File: src/design/ptd_pkg.sv
// shared types and constants of the periodic task dispatcher
package ptd_pkg;

  localparam int SLOT_COUNT  = 8;
  localparam int IDX_W       = 3;
  localparam int TICK_W      = 32;
  localparam int CYC_W       = 32;
  localparam int PERIOD_W    = 16;
  localparam int MICROS_W    = 26;
  localparam int AVG_SHIFT   = 3;
  localparam int MICRO_SHIFT = 6;
  localparam int IN_DATA_W   = 72;
  localparam int OUT_DATA_W  = 96;

  typedef enum logic [1:0] {
    OP_TICK = 2'd0,
    OP_DONE = 2'd1,
    OP_READ = 2'd2,
    OP_NONE = 2'd3
  } op_t;

  localparam logic [1:0] KIND_DISPATCH = 2'd0;
  localparam logic [1:0] KIND_STATS    = 2'd1;
  localparam logic [1:0] KIND_READ     = 2'd2;

  typedef enum logic [2:0] {
    ST_IDLE,
    ST_SCAN,
    ST_DISP,
    ST_STAT,
    ST_READ
  } state_t;

  typedef struct packed {
    logic             cap;
    logic             eval;
    logic             disp;
    logic             stat;
    logic             rd;
    logic [IDX_W-1:0] idx;
  } cmd_t;

  typedef struct packed {
    op_t  op;
    logic out_free;
    logic mask_nz;
    logic mask_last;
  } sts_t;

endpackage

File: src/design/ptd_ctrl.sv
// controller state machine of the periodic task dispatcher
module ptd_ctrl
  import ptd_pkg::*;
#(
  parameter int NUM_TASKS = 8
) (
  input  logic clk,
  input  logic rst_n,
  input  logic in_valid,
  input  sts_t sts,
  output logic in_ready,
  output cmd_t cmd
);

  state_t           state_r, state_nxt;
  logic [IDX_W-1:0] cnt_r, cnt_nxt;

  always_ff @(posedge clk) begin
    if (!rst_n) begin
      state_r <= ST_IDLE;
      cnt_r   <= '0;
    end else begin
      state_r <= state_nxt;
      cnt_r   <= cnt_nxt;
    end
  end

  always_comb begin
    state_nxt = state_r;
    cnt_nxt   = cnt_r;
    in_ready  = 1'b0;
    cmd       = '0;
    cmd.idx   = cnt_r;
    unique case (state_r)
      ST_IDLE: begin
        in_ready = 1'b1;
        if (in_valid) begin
          cmd.cap = 1'b1;
          cnt_nxt = '0;
          unique case (sts.op)
            OP_TICK: state_nxt = ST_SCAN;
            OP_DONE: state_nxt = ST_STAT;
            OP_READ: state_nxt = ST_READ;
            OP_NONE: state_nxt = ST_IDLE;
            default: state_nxt = ST_IDLE;
          endcase
        end
      end
      ST_SCAN: begin
        cmd.eval = 1'b1;
        if (int'(cnt_r) >= NUM_TASKS - 1) begin
          state_nxt = ST_DISP;
        end else begin
          cnt_nxt = cnt_r + 1'b1;
        end
      end
      ST_DISP: begin
        if (!sts.mask_nz) begin
          state_nxt = ST_IDLE;
        end else if (sts.out_free) begin
          cmd.disp = 1'b1;
          if (sts.mask_last) state_nxt = ST_IDLE;
        end
      end
      ST_STAT: begin
        if (sts.out_free) begin
          cmd.stat  = 1'b1;
          state_nxt = ST_IDLE;
        end
      end
      ST_READ: begin
        if (sts.out_free) begin
          cmd.rd    = 1'b1;
          state_nxt = ST_IDLE;
        end
      end
      default: state_nxt = ST_IDLE;
    endcase
  end

endmodule

File: src/design/ptd_datapath.sv
// task table, statistics arithmetic and output register of the dispatcher
module ptd_datapath
  import ptd_pkg::*;
#(
  parameter int NUM_TASKS = 8
) (
  input  logic                  clk,
  input  logic                  rst_n,
  input  logic                  cfg_we,
  input  logic [IDX_W-1:0]      cfg_index,
  input  logic [PERIOD_W-1:0]   cfg_wdata,
  input  logic [IN_DATA_W-1:0]  in_tdata,
  input  logic [1:0]            in_tuser,
  input  cmd_t                  cmd,
  output sts_t                  sts,
  output logic                  out_tvalid,
  input  logic                  out_tready,
  output logic [OUT_DATA_W-1:0] out_tdata,
  output logic [1:0]            out_tuser,
  output logic                  out_tlast
);

  logic [PERIOD_W-1:0] period_r [SLOT_COUNT];
  logic [TICK_W-1:0]   last_r   [SLOT_COUNT];
  logic [CYC_W-1:0]    worst_r  [SLOT_COUNT];
  logic [CYC_W-1:0]    avg_r    [SLOT_COUNT];

  logic [TICK_W-1:0]     now_r;
  logic [IDX_W-1:0]      id_r;
  logic [CYC_W-1:0]      cyc_r;
  logic [SLOT_COUNT-1:0] mask_r;

  logic                out_valid_r;
  logic [1:0]          out_kind_r;
  logic [IDX_W-1:0]    out_sel_r;
  logic [CYC_W-1:0]    out_worst_r;
  logic [CYC_W-1:0]    out_mean_r;
  logic [MICROS_W-1:0] out_micros_r;
  logic                out_last_r;

  logic [TICK_W-1:0]     diff;
  logic                  due;
  logic [IDX_W-1:0]      low_idx;
  logic [SLOT_COUNT-1:0] mask_rest;
  logic                  id_ok;
  logic [CYC_W-1:0]      w_cur, a_cur, w_new, a_new;
  logic                  emit;

  assign diff      = now_r - last_r[cmd.idx];
  assign due       = diff >= {{(TICK_W-PERIOD_W){1'b0}}, period_r[cmd.idx]};
  assign mask_rest = mask_r & (mask_r - 1'b1);
  assign id_ok     = int'(id_r) < NUM_TASKS;
  assign w_cur     = worst_r[id_r];
  assign a_cur     = avg_r[id_r];
  assign w_new     = (cyc_r > w_cur) ? cyc_r : w_cur;
  assign a_new     = a_cur - (a_cur >> AVG_SHIFT) + (cyc_r >> AVG_SHIFT);
  assign emit      = cmd.disp || cmd.stat || cmd.rd;

  always_comb begin
    low_idx = '0;
    for (int i = SLOT_COUNT - 1; i >= 0; i--) begin
      if (mask_r[i]) low_idx = IDX_W'(i);
    end
  end

  // table state
  always_ff @(posedge clk) begin
    if (!rst_n) begin
      for (int i = 0; i < SLOT_COUNT; i++) begin
        period_r[i] <= PERIOD_W'(1);
        last_r[i]   <= '0;
        worst_r[i]  <= '0;
        avg_r[i]    <= '0;
      end
    end else begin
      if (cfg_we) period_r[cfg_index] <= cfg_wdata;
      if (cmd.disp) last_r[low_idx] <= now_r;
      if (cmd.stat && id_ok) begin
        worst_r[id_r] <= w_new;
        avg_r[id_r]   <= a_new;
      end
    end
  end

  // captured transaction and due mask
  always_ff @(posedge clk) begin
    if (!rst_n) begin
      mask_r <= '0;
    end else begin
      if (cmd.cap) mask_r <= '0;
      else if (cmd.eval) mask_r[cmd.idx] <= due;
      else if (cmd.disp) mask_r <= mask_rest;
    end
  end

  always_ff @(posedge clk) begin
    if (cmd.cap) begin
      now_r <= in_tdata[31:0];
      id_r  <= in_tdata[34:32];
      cyc_r <= in_tdata[66:35];
    end
  end

  // output register
  always_ff @(posedge clk) begin
    if (!rst_n) begin
      out_valid_r <= 1'b0;
    end else if (emit) begin
      out_valid_r <= 1'b1;
    end else if (out_tready) begin
      out_valid_r <= 1'b0;
    end
  end

  always_ff @(posedge clk) begin
    if (emit) begin
      priority if (cmd.disp) begin
        out_kind_r   <= KIND_DISPATCH;
        out_sel_r    <= low_idx;
        out_worst_r  <= '0;
        out_mean_r   <= '0;
        out_micros_r <= '0;
        out_last_r   <= (mask_rest == '0);
      end else if (cmd.stat) begin
        out_kind_r   <= KIND_STATS;
        out_sel_r    <= id_r;
        out_worst_r  <= id_ok ? w_new : '0;
        out_mean_r   <= id_ok ? a_new : '0;
        out_micros_r <= '0;
        out_last_r   <= 1'b1;
      end else begin
        out_kind_r   <= KIND_READ;
        out_sel_r    <= id_r;
        out_worst_r  <= '0;
        out_mean_r   <= '0;
        out_micros_r <= id_ok ? w_cur[CYC_W-1:MICRO_SHIFT] : '0;
        out_last_r   <= 1'b1;
      end
    end
  end

  assign sts.op        = op_t'(in_tuser);
  assign sts.out_free  = !out_valid_r || out_tready;
  assign sts.mask_nz   = (mask_r != '0);
  assign sts.mask_last = (mask_rest == '0);

  assign out_tvalid = out_valid_r;
  assign out_tuser  = out_kind_r;
  assign out_tlast  = out_last_r;
  assign out_tdata  = {3'b000, out_micros_r, out_mean_r, out_worst_r, out_sel_r};

endmodule

File: src/design/periodic_task_dispatcher_with_timing.sv
// top level of the periodic task dispatcher with execution statistics
//
//   channel  direction  handshake              payload
//   in_      slave      in_tvalid/in_tready    in_tdata, in_tuser
//   out_     master     out_tvalid/out_tready  out_tdata, out_tuser, out_tlast
//   cfg_     write      cfg_we                 cfg_index, cfg_wdata
//
// a tick is captured, then the table is scanned one entry per cycle through the due
// comparator, then due tasks are dispatched one per cycle while the output is free
// completion and read transactions are captured, then emit once the output is free
// reset is synchronous and returns every period to 1 and the table to zero
// a new transaction is taken whenever the controller is idle, even while a
// result still sits in the output register; stalled output holds the walk
module periodic_task_dispatcher_with_timing
  import ptd_pkg::*;
#(
  parameter int NUM_TASKS = 8
) (
  input  logic                  clk,
  input  logic                  rst_n,
  input  logic                  cfg_we,
  input  logic [IDX_W-1:0]      cfg_index,
  input  logic [PERIOD_W-1:0]   cfg_wdata,
  input  logic                  in_tvalid,
  output logic                  in_tready,
  // now_tick[31:0], task_id[34:32], cycles_taken[66:35]
  input  logic [IN_DATA_W-1:0]  in_tdata,
  // opcode[1:0]
  input  logic [1:0]            in_tuser,
  output logic                  out_tvalid,
  input  logic                  out_tready,
  // task_sel[2:0], worst_cycles[34:3], mean_cycles[66:35], worst_micros[92:67]
  output logic [OUT_DATA_W-1:0] out_tdata,
  // result_kind[1:0]
  output logic [1:0]            out_tuser,
  output logic                  out_tlast
);

  cmd_t cmd;
  sts_t sts;

  ptd_ctrl #(
    .NUM_TASKS(NUM_TASKS)
  ) u_ctrl (
    .clk     (clk),
    .rst_n   (rst_n),
    .in_valid(in_tvalid),
    .sts     (sts),
    .in_ready(in_tready),
    .cmd     (cmd)
  );

  ptd_datapath #(
    .NUM_TASKS(NUM_TASKS)
  ) u_dp (
    .clk       (clk),
    .rst_n     (rst_n),
    .cfg_we    (cfg_we),
    .cfg_index (cfg_index),
    .cfg_wdata (cfg_wdata),
    .in_tdata  (in_tdata),
    .in_tuser  (in_tuser),
    .cmd       (cmd),
    .sts       (sts),
    .out_tvalid(out_tvalid),
    .out_tready(out_tready),
    .out_tdata (out_tdata),
    .out_tuser (out_tuser),
    .out_tlast (out_tlast)
  );

endmodule

File: config.mk
export PLATFORM = sky130hd
export DESIGN_NAME = periodic_task_dispatcher_with_timing
export DESIGN_NICKNAME = d
export VERILOG_FILES = /design/src/design/ptd_pkg.sv /design/src/design/ptd_ctrl.sv /design/src/design/ptd_datapath.sv /design/src/design/periodic_task_dispatcher_with_timing.sv
export SDC_FILE = /design/constraint.sdc
export NUM_CORES = 2
export LEC_CHECK = 0
export BUFFER_PORTS_ARGS = -buffer_cell sky130_fd_sc_hd__buf_2
export CORE_ASPECT_RATIO = 1.2
export CORE_UTILIZATION = 55
export CTS_CLUSTER_SIZE = 8
export DETAILED_ROUTE_END_ITERATION = 12
export HOLD_SLACK_MARGIN = 0.15
export PLACE_DENSITY = 0.72
export SYNTH_ARGS = -nofsm -noshare
export SYNTH_HDL_FRONTEND = slang
export SYNTH_SLANG_ARGS = --single-unit
File: constraint.sdc
create_clock -name clk -period 12.9 [get_ports clk]
set_input_delay 2.58 -clock clk [delete_from_list [all_inputs] [get_ports clk]]
set_output_delay 2.58 -clock clk [all_outputs]
set_load 0.005 [all_outputs]
### Yosys cells after proc, flatten, opt, wreduce, memory -nomap -nowiden

Memory sizes are Yosys's and may differ from the RTL's. A register that Yosys moved wholly into a read port is not among the register bits.
Cells that the tools add are included.

* bits in registers: 178
* latch bits: 0
* memory bits (writable): 896
* memory bits (read-only): 0
* input bits: 98
* output and inout port bits: 101
* word-level logic and storage cells: 131
* memories kept: 4

* add/sub/neg operators: 5
* multipliers: 0
* div/mod/pow operators: 0
* magnitude comparators: 5
* equal/unequal tests: 13
* shifts and indexed selects: 0
* multiplexer cells: 66
* bitwise logic cells: 3
* reductions and logical operators: 22

Memories
* u_dp.avg_r: words 8, bits a word 32, rd ports 1, clocked after Yosys merged registers in 1, wr ports 8, RTL line ptd_datapath.sv:26 `logic [CYC_W-1:0] avg_r [SLOT_COUNT];`
* u_dp.last_r: words 8, bits a word 32, rd ports 1, clocked after Yosys merged registers in 1, wr ports 8, RTL line ptd_datapath.sv:24 `logic [TICK_W-1:0] last_r [SLOT_COUNT];`
* u_dp.worst_r: words 8, bits a word 32, rd ports 1, clocked after Yosys merged registers in 1, wr ports 8, RTL line ptd_datapath.sv:25 `logic [CYC_W-1:0] worst_r [SLOT_COUNT];`
* u_dp.period_r: words 8, bits a word 16, rd ports 1, clocked after Yosys merged registers in 1, wr ports 8, RTL line ptd_datapath.sv:23 `logic [PERIOD_W-1:0] period_r [SLOT_COUNT];`

Operators by type and width (count)
* two-way mux 32 bit: 4
* OR reduction 32 bit: 3
* two-way mux 3 bit: 27
* adder 32 x 29 -> 32 bit: 1
* greater-or-equal comparator 32 x 16 -> 1 bit: 1
* greater-than comparator 32 bit: 1
* subtractor 32 x 29 -> 32 bit: 1
* subtractor 32 bit: 1
* two-way mux 1 bit: 26
* one-hot mux 3 bit (4 select lines): 2
* two-way mux 16 bit: 1
* two-way mux 8 bit: 2
* OR reduction 16 bit: 1
* bitwise AND 8 bit: 1
* bitwise mux 8 bit: 1
* logical NOT 8 bit: 1
* nonzero test 8 bit: 1
* OR reduction 2 bit: 4
* subtractor 8 x 1 -> 8 bit (second input constant): 1
* == test 3 x 2 -> 1 bit (second input constant): 2
* inequality test 3 bit (second input constant): 2
* one-hot mux 3 bit (2 select lines): 1
* nonzero test 2 bit: 3
* AND reduction 5 bit: 1
* 19 further kinds: 25

### Depth between registers and ports, before layout

* word-level depth: 10
* depth in mapped cells: 23
* mapped depth without buffers: 20

### Cells and area by module

A second synthesis with hierarchy kept.

* cell total of the unflattened synthesis: 3859
* area total of the unflattened synthesis: 51261.7 um2

Modules (own cells, without submodules)
* ptd_datapath: times used 1, cells each 3809, area each 50803.7 um2, seq. area each 32040.7 um2
* ptd_ctrl: times used 1, cells each 50, area each 457.9 um2, seq. area each 120.1 um2

### Worst setup path before layout

Ideal clock, no wire load.

* kind: in2reg
* start: input out_tready
* end: register u_dp.out_mean_r[0], enable pin
* library setup time: 0.551 ns
* data arrival time: 6.656 ns
* required time: 12.349 ns
* setup slack: 5.692 ns
* stages on the path: 2
* path buffers: 0
* path through: nor2b_1 nor2_1

* cells in the longest elaborated chain, start to end: 6
* elaborated cells between the ends (all ways): 8
* those cells by class: mux: 5; reduce/logical: 3

Ends and longest elaborated chain
* start: declaration: RTL line periodic_task_dispatcher_with_timing.sv:31 `input logic out_tready,`
* logical OR 1 bit (*): RTL line ptd_datapath.sv:143 `assign sts.out_free = !out_valid_r || out_tready;`
* two-way mux 1 bit (*): RTL line ptd_ctrl.sv:60, ptd_ctrl.sv:66, ptd_ctrl.sv:72
* two-way mux 1 bit: RTL line ptd_ctrl.sv:58 `if (!sts.mask_nz) begin`
* two-way mux 1 bit: RTL line ptd_ctrl.sv:34 `unique case (state_r)`
* logical OR 1 bit: RTL line ptd_datapath.sv:57 `assign emit = cmd.disp || cmd.stat || cmd.rd;`
* logical OR 1 bit (*): RTL line ptd_datapath.sv:57
* net u_dp.emit: RTL line ptd_datapath.sv:47 `logic emit;`
* end signal: assignment: RTL line ptd_datapath.sv:128 `out_mean_r <= id_ok ? a_new : '0;`
* end: declaration: RTL line ptd_datapath.sv:37 `logic [CYC_W-1:0] out_mean_r;`

The timed path passes the listed nets; every way through them passes the cells marked *.
A chain may end at the register's enable or synchronous reset.

==> metrics <==
status complete, no violations; Worst Hold Class reg2reg; crit path DAT 7.82 ns; asr flop ratio synth 0%; Synth Cell Area 0.0514 mm²; top cell type's share of synthesized area 61.9%; clock network fraction of total power 37.1%; max-slew violation count 0; largest family of logic cells by synthesized area simple AND/OR/NAND/NOR gates; XOR/XNOR Fraction of Synth Area 0.767%; DIE AREA 0.0946 mm²; f_max 137 MHz; I/O pin cnt 199; buffers added on ports 190; minimum clock period 7.27 ns; FF+latch count, synth 1,080; syn avg cell area 13.9 µm²; Comb pwr share 21.3%; VDD IR max 0.117 mV; top cells by area, synth edfxtp_1, mux4_2, and2_1; grt met1 use 36.7%; routed vias 32,400; post-synthesis simple-gate area fraction 13.5%; dominant cell type by area after synthesis edfxtp_1; deepest clock path buffer count 3; switch share 30.8%; routability cong. 0.899; drt total wl 137,000 µm; commonest non-fill, non-tap cells in the layout edfxtp_1, nor3_1, nor2_1; Required @ worst endpoint 13.45 ns; most common cell after layout, fill and taps aside edfxtp_1; Reg power frac 41.6%; post-synthesis cell type count 76; Clk pin slew, worst setup/hold paths 0.05 ns; # DRC 0; placed cell count 4,970; post-cts resize count 0; Hold Fails Final Rpt 0; Slew @ Worst Pin 1.26 ns; Die Span Y 337 µm; DRT antenna net count 0; grt met2 use 50.5%; CTS tree yes; Sink Count 1,080; RSZ-0062 raised after global routing no; mux contribution to synthesized area 12.2%; Final HPWL DP 79,800 µm; Post-CTS Hold Fix Bufs 0; DRT Pass-1 Iters 8; largest net degree at the start of global routing 69; Int Pwr 6.82 mW; cts bufs inserted 153; first-pass GRT wire length 205,000 µm; crit start category flip-flop; Clock Skew 0.0413 ns; final setup vio count 0; grt total ovfl 0; Clk Latency, worst-skew pair 0.76 ns; met3 Usage GRT 5.34%; Rows 122; # Post-CTS Setup Buffers 0; max-cap violations 0; crit-path max FO 37; final net count 4,128; Synth Area in Adders 3.99%; H-tree level count 4; final period utilization 56.4%; post-synthesis cell count 3,697; Most used DFF post-synth edfxtp_1; Switch Pwr 3.04 mW; initial antenna violation count 8; Synth Warn # 0; leakage 20.9 nW; WS Path Type reg2reg; global routing's busiest layer met2; vias in the first global route 33,000; Seq/Total Area, Yosys 62.7%; Synth Area in Compound Gates 4.03%; fraction of layout cells with a size suffix above 1 18.8%; effective utilization at floorplan 55.6%; Root Buffer clkbuf_16; Worst setup EP type flip-flop; Die Wd 281 µm; synthesis-to-finish area growth 13.1%; Detailed Route Iter0 Violations 3,088; Std-Cell Core Area 0.0924 mm²; Power Density 170 mW/mm²; Slew Limit Headroom 15.7%; Post-Layout Cell Count 5,162; final setup TNS 0 ns; EDFF count, synth 1,059; routed len/inst 26.6 µm; all-layer global routing usage 29.6%; vias per cell 6.27
[layout make-up]
cell class | instances | area (µm²)
timing repair buffer | 246 | 1370
inverter | 164 | 617
sequential | 1080 | 32200
multi-input combinational | 2240 | 18000
clock inverter | 16 | 377
tap | 1240 | 1550
antenna | 3 | 7.51
fill | 6737 | 34200
clock buffer | 173 | 3940
[per-stage QoR]
step	util [%]	cell area, µm²	worst slack (ns)	hold slack, ns	power, mW
final	62.9	58100	5.63	0.609	9.86
after global routing	62.9	58100	5.10	0.649	10.2
after CTS	62.9	58100	5.57	0.614	9.87
after detailed placement	58.2	53800	5.60	0.598	6.23
after global placement	58.2	53800	5.64	0.589	6.20
after floorplan	-	51400	5.69	0.522	5.62
[routing by layer]
layer / vias to the layer above / share of wire (%)
met4: 4 / 4.7
met2: 1735 / 51
met3: 337 / 8.4
met5: - / 0.011
met1: 16100 / 36
li1: 14200 / -
[cell usage after synthesis, types with 4 or more instances]
cell type	n
a41oi_1	4
mux4_2	224
ha_1	115
or4_1	4
a21oi_1	113
o311ai_0	4
nand2_1	116
a2111oi_0	4
o2111ai_1	7
a21o_1	25
nor2b_1	15
o21bai_1	8
nor3_1	377
nand2b_1	21
fa_1	30
buf_2	5
and3_1	9
mux2i_1	79
mux2_2	37
nor2_1	381
nor4_1	11
a211oi_1	9
or2_2	8
xor2_1	18
a31oi_1	11
clkbuf_1	167
buf_1	39
nand4_1	16
o21a_1	13
or3_1	13
o31ai_1	5
xnor2_1	27
edfxtp_1	1059
o21ai_0	67
o211ai_1	14
a21boi_0	9
o22ai_1	5
and2_1	365
dfxtp_1	21
inv_1	161
nor3b_1	5
nand3_1	23
[power by group through the flow]
stage | Clock (mW) | Sequential (mW) | Combinational (mW)
after detailed placement | 0 | 4.17 | 2.06
after CTS | 3.69 | 4.10 | 2.08
after floorplan | 0 | 4.11 | 1.51
after global routing | 3.83 | 4.11 | 2.29
after global placement | 0 | 4.16 | 2.04
final | 3.66 | 4.10 | 2.10
[registers in the layout (all words and copies together) (netlist names), 2 cells and up, named ones only]
signal / cells
u_dp.mask_r: 8
u_ctrl.cnt_r: 3
u_dp.out_mean_r: 32
u_dp.out_micros_r: 26
u_dp.out_worst_r: 32
u_dp.worst_r: 256
u_dp.avg_r: 256
u_ctrl.state_r: 3
u_dp.now_r: 32
u_dp.last_r: 256
u_dp.id_r: 3
u_dp.out_tuser: 2
u_dp.period_r: 128
u_dp.out_sel_r: 3
u_dp.cyc_r: 32
[cell families (layout without fill, tap and decap cells)]
logic type	after synthesis	in the layout
AO/OA/AOI/OAI	328	328
XOR/XNOR	45	45
adder cells (fa/ha/maj)	146	146
buffers and inverters	379	599
flip-flops	1080	1080
multiplexers	340	340
other	1	6
AND/OR/NAND/NOR	1378	1378
[worst paths after layout]
| kind | from | endpoint | slack, ns | depth (start not counted) |
|---|---|---|---|---|
| max | flip-flop | u_dp.mask_r[0] | 5.63 | 19 |
| min | u_ctrl.state_r[2] | u_ctrl.state_r[2] | 0.61 | 2 |
| max reg2reg | flip-flop | u_dp.mask_r[0] | 5.63 | 19 |
| min reg2reg | u_ctrl.state_r[2] | u_ctrl.state_r[2] | 0.61 | 2 |
[worst max-delay path: stages (launching register included)]
cell,delay (ns)
dfxtp_4,0.73
buf_4,0.65
buf_4,0.73
mux4_2,0.62
mux2i_1,0.17
ha_1,0.33
o21ai_0,0.20
o21bai_1,0.11
o2bb2ai_1,0.51
o21bai_1,0.29
xor2_1,0.20
ha_1,0.33
inv_1,0.06
o22ai_1,0.06
nor3_1,0.15
o2111ai_1,0.13
or4_1,0.54
or4_4,0.55
nor3_4,0.44
a41oi_1,0.20
Note: power is estimated with default switching activity, not from simulation.
